$ cat config.mk
export PLATFORM = sky130hd
export DESIGN_NAME = ellipse_outline_raster_unit
export DESIGN_NICKNAME = d
export VERILOG_FILES = /design/src/design/eor_pkg.sv /design/src/design/eor_front.sv /design/src/design/eor_queue.sv /design/src/design/eor_back.sv /design/src/design/ellipse_outline_raster_unit.sv
export SDC_FILE = /design/constraint.sdc
export NUM_CORES = 1
export LEC_CHECK = 0
export BUFFER_PORTS_ARGS = -buffer_cell sky130_fd_sc_hd__buf_4
export CORE_UTILIZATION = 40
export CTS_BUF_LIST = sky130_fd_sc_hd__clkbuf_8
export DETAILED_ROUTE_END_ITERATION = 16
export PLACE_DENSITY = 0.54
export SETUP_SLACK_MARGIN = 0.02
export SYNTH_ARGS = -nofsm -noshare
export SYNTH_HDL_FRONTEND = slang
export SYNTH_SLANG_ARGS = --single-unit
$ cat constraint.sdc
create_clock -name clock -period 15.1 [get_ports clock]
set_input_delay 3.775 -clock clock [delete_from_list [all_inputs] [get_ports clock]]
set_output_delay 3.775 -clock clock [all_outputs]
set_load 0.05 [all_outputs]
$ cat src/design/eor_pkg.sv
// Shared types and constants for the ellipse outline rasterizer.
package eor_pkg;

   localparam int DEFAULT_RADIUS_BITS = 8;
   localparam int RADIUS_IN_W = 8;
   localparam int CENTER_W = 11;
   localparam int PIX_W = 12;
   localparam int COLOR_W = 8;
   localparam int QUEUE_DEPTH = 2;

   localparam logic CMD_START = 1'b0;
   localparam logic CMD_STEP = 1'b1;

   typedef enum logic [1:0] {
      KIND_FIN = 2'd0,
      KIND_ARC = 2'd1,
      KIND_TIP = 2'd2
   } kind_type;

   // One step's worth of output work. Arc emits all four corners, tip emits
   // the first and the last, finish emits one empty result.
   typedef struct packed {
      kind_type                   kind;
      logic signed [PIX_W-1:0]    px_minus;
      logic signed [PIX_W-1:0]    px_plus;
      logic signed [PIX_W-1:0]    py_plus;
      logic signed [PIX_W-1:0]    py_minus;
      logic        [COLOR_W-1:0]  color;
   } step_desc_type;

endpackage

$ cat src/design/eor_front.sv
// Front end: accepts items, keeps the error terms and classifies each step.
module eor_front import eor_pkg::*; #(
   parameter int RADIUS_BITS = DEFAULT_RADIUS_BITS
) (
   input  logic                        clock,
   input  logic                        reset,
   input  logic                        in_push,
   output logic                        in_full,
   input  logic                        cmd,
   input  logic signed [CENTER_W-1:0]  center_x,
   input  logic signed [CENTER_W-1:0]  center_y,
   input  logic [RADIUS_IN_W-1:0]      half_width,
   input  logic [RADIUS_IN_W-1:0]      half_height,
   input  logic [COLOR_W-1:0]          pixel_color,
   output logic                        q_push,
   output step_desc_type               q_data,
   input  logic                        q_full
);

   localparam int OW = RADIUS_BITS + 2;
   localparam int SQ_W = 2 * RADIUS_BITS;
   localparam int PROD_W = 3 * RADIUS_BITS + 3;
   localparam int TERM_W = 3 * RADIUS_BITS + 5;
   localparam int CW = (RADIUS_BITS + 3 > PIX_W) ? RADIUS_BITS + 3 : PIX_W;

   typedef enum logic [5:0] {
      F_IDLE = 6'b000001,
      F_MUL  = 6'b000010,
      F_INIT = 6'b000100,
      F_SUM  = 6'b001000,
      F_CMP  = 6'b010000,
      F_ACC  = 6'b100000
   } fstate_type;

   typedef enum logic [3:0] {
      PH_IDLE = 4'b0001,
      PH_ARC  = 4'b0010,
      PH_TIP  = 4'b0100,
      PH_DONE = 4'b1000
   } phase_type;

   fstate_type                 fstate_ff, fstate_in;
   phase_type                  phase_ff, phase_in;
   logic signed [OW-1:0]       x_ff, x_in;
   logic signed [OW-1:0]       y_ff, y_in;
   logic [RADIUS_BITS-1:0]     a_ff, a_in;
   logic [RADIUS_BITS-1:0]     b_ff, b_in;
   logic signed [CENTER_W-1:0] cx_ff, cx_in;
   logic signed [CENTER_W-1:0] cy_ff, cy_in;
   logic [COLOR_W-1:0]         col_ff, col_in;
   logic [SQ_W-1:0]            aa_ff, aa_in;
   logic [SQ_W-1:0]            bb_ff, bb_in;
   logic signed [TERM_W-1:0]   err_ff, err_in;
   logic signed [TERM_W-1:0]   xinc_ff, xinc_in;
   logic signed [TERM_W-1:0]   yinc_ff, yinc_in;
   logic                       step_x_ff, step_x_in;
   logic                       step_y_ff, step_y_in;

   logic                       accept;
   logic signed [SQ_W:0]       bb_s;
   logic signed [OW-1:0]       one_minus;
   logic signed [PROD_W-1:0]   prod;
   logic signed [TERM_W:0]     e2;
   logic signed [TERM_W-1:0]   add_x, add_y;
   logic signed [OW-1:0]       x_next, y_next, y_tip, b_s;
   logic signed [CW-1:0]       cx_w, cy_w, x_w, y_w, yt_w;

   assign in_full = (fstate_ff != F_IDLE) || q_full;
   assign accept = in_push && !in_full;

   assign bb_s = signed'({1'b0, bb_ff});
   assign one_minus = signed'(OW'(1) - (OW'(a_ff) << 1));
   assign prod = bb_s * one_minus;
   assign e2 = signed'({err_ff, 1'b0});
   assign b_s = signed'(OW'(b_ff));
   assign y_tip = y_ff + OW'(1);

   assign cx_w = CW'(cx_ff);
   assign cy_w = CW'(cy_ff);
   assign x_w = CW'(x_ff);
   assign y_w = CW'(y_ff);
   assign yt_w = CW'(y_tip);

   always_comb begin
      fstate_in = fstate_ff;
      phase_in = phase_ff;
      x_in = x_ff;
      y_in = y_ff;
      a_in = a_ff;
      b_in = b_ff;
      cx_in = cx_ff;
      cy_in = cy_ff;
      col_in = col_ff;
      aa_in = aa_ff;
      bb_in = bb_ff;
      err_in = err_ff;
      xinc_in = xinc_ff;
      yinc_in = yinc_ff;
      step_x_in = step_x_ff;
      step_y_in = step_y_ff;
      add_x = '0;
      add_y = '0;
      x_next = x_ff;
      y_next = y_ff;
      q_push = 1'b0;
      q_data = '0;
      q_data.kind = KIND_FIN;
      case (fstate_ff)
         F_IDLE: begin
            if (accept) begin
               if (cmd == CMD_START) begin
                  a_in = RADIUS_BITS'(half_width);
                  b_in = RADIUS_BITS'(half_height);
                  cx_in = center_x;
                  cy_in = center_y;
                  col_in = pixel_color;
                  x_in = OW'(0) - OW'(a_in);
                  y_in = '0;
                  phase_in = PH_ARC;
                  fstate_in = F_MUL;
               end else begin
                  q_push = 1'b1;
                  case (phase_ff)
                     PH_ARC: begin
                        q_data.kind = KIND_ARC;
                        q_data.px_minus = PIX_W'(cx_w - x_w);
                        q_data.px_plus = PIX_W'(cx_w + x_w);
                        q_data.py_plus = PIX_W'(cy_w + y_w);
                        q_data.py_minus = PIX_W'(cy_w - y_w);
                        q_data.color = col_ff;
                        fstate_in = F_CMP;
                     end
                     PH_TIP: begin
                        q_data.kind = KIND_TIP;
                        q_data.px_minus = PIX_W'(cx_w);
                        q_data.px_plus = PIX_W'(cx_w);
                        q_data.py_plus = PIX_W'(cy_w + yt_w);
                        q_data.py_minus = PIX_W'(cy_w - yt_w);
                        q_data.color = col_ff;
                        y_in = y_tip;
                        if (y_tip >= b_s) begin
                           phase_in = PH_DONE;
                        end
                     end
                     default: begin
                        q_data.kind = KIND_FIN;
                     end
                  endcase
               end
            end
         end
         F_MUL: begin
            aa_in = a_ff * a_ff;
            bb_in = b_ff * b_ff;
            fstate_in = F_INIT;
         end
         F_INIT: begin
            xinc_in = TERM_W'(prod);
            yinc_in = TERM_W'(aa_ff);
            fstate_in = F_SUM;
         end
         F_SUM: begin
            err_in = xinc_ff + yinc_ff;
            fstate_in = F_IDLE;
         end
         F_CMP: begin
            // decide both moves on the old error, then bump the increments
            step_x_in = (e2 >= xinc_ff);
            step_y_in = (e2 <= yinc_ff);
            if (step_x_in) begin
               xinc_in = xinc_ff + TERM_W'({bb_ff, 1'b0});
            end
            if (step_y_in) begin
               yinc_in = yinc_ff + TERM_W'({aa_ff, 1'b0});
            end
            fstate_in = F_ACC;
         end
         F_ACC: begin
            if (step_x_ff) begin
               add_x = xinc_ff;
               x_next = x_ff + OW'(1);
            end
            if (step_y_ff) begin
               add_y = yinc_ff;
               y_next = y_ff + OW'(1);
            end
            err_in = err_ff + add_x + add_y;
            x_in = x_next;
            y_in = y_next;
            if (x_next > 0) begin
               phase_in = (y_next < b_s) ? PH_TIP : PH_DONE;
            end
            fstate_in = F_IDLE;
         end
         default: begin
            fstate_in = F_IDLE;
         end
      endcase
   end

   always_ff @(posedge clock) begin
      if (reset) begin
         fstate_ff <= F_IDLE;
         phase_ff <= PH_IDLE;
      end else begin
         fstate_ff <= fstate_in;
         phase_ff <= phase_in;
      end
      x_ff <= x_in;
      y_ff <= y_in;
      a_ff <= a_in;
      b_ff <= b_in;
      cx_ff <= cx_in;
      cy_ff <= cy_in;
      col_ff <= col_in;
      aa_ff <= aa_in;
      bb_ff <= bb_in;
      err_ff <= err_in;
      xinc_ff <= xinc_in;
      yinc_ff <= yinc_in;
      step_x_ff <= step_x_in;
      step_y_ff <= step_y_in;
   end

endmodule

$ cat src/design/eor_queue.sv
// Short queue of step descriptors between the front and back ends.
module eor_queue import eor_pkg::*; (
   input  logic          clock,
   input  logic          reset,
   input  logic          push,
   input  step_desc_type push_data,
   output logic          full,
   input  logic          pop,
   output step_desc_type pop_data,
   output logic          empty
);

   localparam int PTR_W = (QUEUE_DEPTH > 1) ? $clog2(QUEUE_DEPTH) : 1;
   localparam int CNT_W = $clog2(QUEUE_DEPTH + 1);

   step_desc_type    mem [QUEUE_DEPTH];
   logic [PTR_W-1:0] wr_ptr_ff, wr_ptr_in;
   logic [PTR_W-1:0] rd_ptr_ff, rd_ptr_in;
   logic [CNT_W-1:0] count_ff, count_in;
   logic             do_push, do_pop;

   assign full = (count_ff == CNT_W'(QUEUE_DEPTH));
   assign empty = (count_ff == '0);
   assign do_push = push && !full;
   assign do_pop = pop && !empty;
   assign pop_data = mem[rd_ptr_ff];

   always_comb begin
      wr_ptr_in = wr_ptr_ff;
      rd_ptr_in = rd_ptr_ff;
      count_in = count_ff;
      if (do_push) begin
         wr_ptr_in = (wr_ptr_ff == PTR_W'(QUEUE_DEPTH - 1)) ? '0 : wr_ptr_ff + PTR_W'(1);
      end
      if (do_pop) begin
         rd_ptr_in = (rd_ptr_ff == PTR_W'(QUEUE_DEPTH - 1)) ? '0 : rd_ptr_ff + PTR_W'(1);
      end
      if (do_push && !do_pop) begin
         count_in = count_ff + CNT_W'(1);
      end else if (do_pop && !do_push) begin
         count_in = count_ff - CNT_W'(1);
      end
   end

   always_ff @(posedge clock) begin
      if (reset) begin
         wr_ptr_ff <= '0;
         rd_ptr_ff <= '0;
         count_ff <= '0;
      end else begin
         wr_ptr_ff <= wr_ptr_in;
         rd_ptr_ff <= rd_ptr_in;
         count_ff <= count_in;
      end
      if (do_push) begin
         mem[wr_ptr_ff] <= push_data;
      end
   end

endmodule

$ cat src/design/eor_back.sv
// Back end: expands each step descriptor into its pixel results.
module eor_back import eor_pkg::*; (
   input  logic                     clock,
   input  logic                     reset,
   input  step_desc_type            q_data,
   input  logic                     q_empty,
   output logic                     q_pop,
   output logic                     out_empty,
   input  logic                     out_pop,
   output logic signed [PIX_W-1:0]  pixel_x,
   output logic signed [PIX_W-1:0]  pixel_y,
   output logic [COLOR_W-1:0]       color_out,
   output logic                     pixel_valid,
   output logic                     last_of_step,
   output logic                     finished
);

   step_desc_type desc_ff, desc_in;
   logic          busy_ff, busy_in;
   logic [1:0]    idx_ff, idx_in;
   logic          transfer;
   logic          last;

   assign last = (desc_ff.kind == KIND_FIN) || (idx_ff == 2'd3);
   assign transfer = out_pop && busy_ff;
   assign q_pop = !q_empty && (!busy_ff || (transfer && last));

   always_comb begin
      desc_in = desc_ff;
      busy_in = busy_ff;
      idx_in = idx_ff;
      if (q_pop) begin
         desc_in = q_data;
         busy_in = 1'b1;
         idx_in = 2'd0;
      end else if (transfer) begin
         if (last) begin
            busy_in = 1'b0;
         end else if (desc_ff.kind == KIND_TIP) begin
            // tip uses only the outer two corners
            idx_in = 2'd3;
         end else begin
            idx_in = idx_ff + 2'd1;
         end
      end
   end

   always_ff @(posedge clock) begin
      if (reset) begin
         busy_ff <= 1'b0;
         idx_ff <= 2'd0;
      end else begin
         busy_ff <= busy_in;
         idx_ff <= idx_in;
      end
      desc_ff <= desc_in;
   end

   assign out_empty = !busy_ff;
   assign pixel_x = (idx_ff == 2'd0 || idx_ff == 2'd3) ? desc_ff.px_minus : desc_ff.px_plus;
   assign pixel_y = (idx_ff == 2'd0 || idx_ff == 2'd1) ? desc_ff.py_plus : desc_ff.py_minus;
   assign color_out = desc_ff.color;
   assign pixel_valid = (desc_ff.kind != KIND_FIN);
   assign finished = (desc_ff.kind == KIND_FIN);
   assign last_of_step = last;

endmodule

$ cat src/design/ellipse_outline_raster_unit.sv
// Ellipse outline rasterizer top level: front end, step queue and pixel back end.
// Integer error-term ellipse outline rasterizer. A start item (cmd 0) latches the
// center, radii and color and then sets up the error terms in the front end (two
// multiply stages and a sum); it emits nothing. An arc step updates the terms in
// the compare and accumulate states and yields four mirrored pixels, a tip step
// yields two, and a step while idle or after completion yields one empty result
// with finished set. The back end delivers one result per cycle while pop is held;
// a two-entry step queue lets the front end run ahead of a stalled pixel sink.
module ellipse_outline_raster_unit import eor_pkg::*; #(
   parameter int RADIUS_BITS = DEFAULT_RADIUS_BITS
) (
   input  logic                        clock,
   input  logic                        reset,
   input  logic                        push,
   output logic                        full,
   input  logic                        req_cmd,
   input  logic signed [CENTER_W-1:0]  req_center_x,
   input  logic signed [CENTER_W-1:0]  req_center_y,
   input  logic [RADIUS_IN_W-1:0]      req_half_width,
   input  logic [RADIUS_IN_W-1:0]      req_half_height,
   input  logic [COLOR_W-1:0]          req_pixel_color,
   output logic                        empty,
   input  logic                        pop,
   output logic signed [PIX_W-1:0]     rsp_pixel_x,
   output logic signed [PIX_W-1:0]     rsp_pixel_y,
   output logic [COLOR_W-1:0]          rsp_color_out,
   output logic                        rsp_pixel_valid,
   output logic                        rsp_last_of_step,
   output logic                        rsp_finished
);

   step_desc_type front_desc;
   step_desc_type queue_desc;
   logic          front_push;
   logic          queue_full;
   logic          queue_empty;
   logic          back_pop;

   eor_front #(
      .RADIUS_BITS(RADIUS_BITS)
   ) u_front (
      .clock      (clock),
      .reset      (reset),
      .in_push    (push),
      .in_full    (full),
      .cmd        (req_cmd),
      .center_x   (req_center_x),
      .center_y   (req_center_y),
      .half_width (req_half_width),
      .half_height(req_half_height),
      .pixel_color(req_pixel_color),
      .q_push     (front_push),
      .q_data     (front_desc),
      .q_full     (queue_full)
   );

   eor_queue u_queue (
      .clock    (clock),
      .reset    (reset),
      .push     (front_push),
      .push_data(front_desc),
      .full     (queue_full),
      .pop      (back_pop),
      .pop_data (queue_desc),
      .empty    (queue_empty)
   );

   eor_back u_back (
      .clock       (clock),
      .reset       (reset),
      .q_data      (queue_desc),
      .q_empty     (queue_empty),
      .q_pop       (back_pop),
      .out_empty   (empty),
      .out_pop     (pop),
      .pixel_x     (rsp_pixel_x),
      .pixel_y     (rsp_pixel_y),
      .color_out   (rsp_color_out),
      .pixel_valid (rsp_pixel_valid),
      .last_of_step(rsp_last_of_step),
      .finished    (rsp_finished)
   );

endmodule
==> out/qor.yml <==
status: "finished with violations"
violations: "design-rule violations"
ys_async_sr_fraction_pct: 0
setup_tns_ps: 0
dr.pass1.iters: 11
grt_start_max_net_pins: 72
hold_path_class: "reg2reg"
die_area_um2: 80870
io_buffers: 87
postRouteAntennaNets: 0
hpwl_mm: 61.50
postLayoutSetupSlackWorst_ps: 7268
die_h_um: 284.4
hold_viol: 0
synth_ff_type: "edfxtp_1"
period_minus_slack_ps: 7832
synthTopCellsByArea: "edfxtp_1, ha_1, fa_1, inv_1, xnor2_1"
hold_path_end: "u_queue.count_ff[1]"
synth.most_common_cell: "inv_1"
drive_gt1_share_pct: 10.09
leakage_nw: 15.51
htree_num_levels: 3
routed_via_density: 5.202
die_w_um: 284.4
place_congestion: 0.8786
worstSetupPathType: "reg2reg"
holdWs_ps: 516.0
place_inst: 4269
cts_tree: "yes"
slew_violations: 0
total_power_mw: 5.749
postCtsSetupBuffers: 0
nFillCells: 7515
r2r_cells: 24
relSlewSlack_pct: 16.08
routedWlPerCell_um: 18.11
pre_cts_ws_ps: 7342
drtIter0Drc: 1251
clk_pin_slew_ps: 60
setup_viol: 0
cts_buffers: 73
start_util_pct: 40.37
rows: 103
cts_repair_resize_count: 0
avgSynthCellArea_um2: 9.977
ys_top_cells_by_count: "inv_1, edfxtp_1, ha_1, nand2_1, nor2_1"
pin_count: 88
r2r-start: "u_front.a_ff[0]"
overflow: 0
final_util_pct: 44.46
cts_hold_buf: 0
worst_path_most_repeated_cell: "fa_1"
core_area_um2: 79000
slowest_delay_ps: 880
critPathCaptureType: "register"
start_kind: "register"
regArea_um2: 10940
drt_wl_total_mm: 79.76
synth_top_area_cell: "edfxtp_1"
fin_skew_ps: 32.32
vias: 22910
clockBufferDepth: 3
netlist_instances: 3197
fin_area_um2: 35120
path_max_fanout: 23
ys_warn_count: 0
first_global_vias: 24090
maxCapViolations: 0
synth_edf_count: 353
clock_sinks: 370
track_usage_pct: 20.02
area_growth_pct: 10.12
ys_ff_latch: 370
power_density_nw_per_um2: 163.7
hold_depth: 2
peakVddDrop_v: 0.0001585
grt_pass1_wl_mm: 129.4
root_buffer: "clkbuf_8"
hp-start: "u_queue.count_ff[1]"
path_cells: "buf_4 -> inv_1 -> ha_1 -> nand2_1 -> or3_1 -> xor2_1 -> and2_1 -> fa_1 -> fa_1 -> fa_1 -> fa_1 -> inv_1 -> fa_1 -> inv_1 -> ha_1 -> a21oi_1 -> o21bai_1 -> a2111oi_0 -> o32a_1 -> o31ai_1 -> a211oi_1 -> o21ai_1 -> xnor2_1 -> mux2i_1"
drc: 1
rsz0062_at_grt: "false"
dpl_cell_area_um2: 33710
synth_top_area_share_pct: 33.23
r2r_end: "u_front.xinc_ff[26]"
clkLatencyLatePin_ps: 680
stdcell_count: 4404
tightest_slew_ps: 1250
mappedNetlistArea_um2: 31900
ys_seq_area_share_pct: 34.30
fmax_mhz: 127.7
cp_slowest_cell: "xor2_1"
r2r_slack_ps: 7270
arrival_ps: 8230
antenna_found_initial: 5
final_nets: 3890
cp.required_ps: 15490
multi_input_area_um2: 18990
timing.final.crit_share_pct: 51.87
synth.distinct_cells: 88
[metal layers]
metal / up-vias / track usage, % / part of all wire (%)
met5: - / 0 / 0.013
met4: 2 / 5.780 / 2.1
met3: 123 / 2.921 / 4.0
met2: 429 / 32.42 / 45
met1: 11250 / 27.72 / 48
li1: 11110 / - / -
[kinds of logic after synthesis]
family	Yosys count	synth area share, %
adder cells (fa/ha/maj)	545	25.92
AO/OA/AOI/OAI	544	10.89
buffers and inverters	527	6.343
multiplexers	89	3.115
XOR/XNOR	234	6.426
other	2	0.02355
flip-flops	370	34.30
AND/OR/NAND/NOR	886	12.98
[how the worst max path moves through the flow]
| stage | to | slack, ps | from | depth (start not counted) |
|---|---|---|---|---|
| after global routing | u_front.xinc_ff[26] | 6810 | u_front.a_ff[0] | 24 |
| after detailed placement | u_front.xinc_ff[26] | 7340 | u_front.a_ff[0] | 24 |
| after CTS | u_front.xinc_ff[26] | 7290 | u_front.a_ff[0] | 24 |
| after global placement | u_front.xinc_ff[28] | 7490 | u_front.a_ff[0] | 24 |
| final | u_front.xinc_ff[26] | 7270 | u_front.a_ff[0] | 24 |
| after floorplan | u_queue.count_ff[1] | 7190 | pop | 6 |
[registers in the layout (all words and copies together) (netlist names), 15 cells and up]
| register | flops |
|---|---|
| u_back.desc_ff | 48 |
| u_front.aa_ff | 15 |
| u_front.bb_ff | 15 |
| u_front.err_ff | 29 |
| u_front.xinc_ff | 29 |
| u_front.yinc_ff | 29 |
| u_queue.mem | 112 |
[cells in the final DEF (no fill, tap or decap), types with 24 or more instances in the layout]
| master | count |
|---|---|
| inv_1 | 439 |
| nor2_1 | 206 |
| o21ai_0 | 100 |
| buf_4 | 112 |
| xor2_1 | 68 |
| nand2b_1 | 24 |
| and2_1 | 78 |
| o21a_1 | 31 |
| nor2b_1 | 26 |
| clkbuf_8 | 73 |
| a21oi_1 | 173 |
| clkinv_1 | 24 |
| nand2_1 | 346 |
| nand4_1 | 27 |
| nor3_1 | 43 |
| o21ai_1 | 25 |
| a21o_1 | 64 |
| nand3_1 | 45 |
| ha_1 | 352 |
| edfxtp_1 | 353 |
| xnor2_1 | 166 |
| mux2_2 | 82 |
| fa_1 | 193 |
[power breakdown]
group	internal (mW)	switching, mW
clock network	0.517	0.492
logic	1.37	1.89
registers	1.41	0.0752
[area by class of cell]
type | instances | area share, %
Multi-Input combinational cell | 2305 | 54.07
Sequential cell | 370 | 31.15
Inverter | 432 | 4.617
Tap cell | 1050 | 3.740
Clock buffer | 73 | 2.860
Timing Repair Buffer | 112 | 2.394
Clock inverter | 58 | 1.136
Antenna cell | 4 | 0.02850
[critical path, delay by kind of cell (launching register included)]
kind                       cells  cell delay [ps]
AOI/OAI and AO/OA              7             1590
muxes                          1              120
adders and majority gates      7             3140
xor gates and xnor gates       2             1150
and+or+nand+nor                3              670
buffers and inverters          4              510
DFF                            1              360
Power figures use the tool's default switching activity.
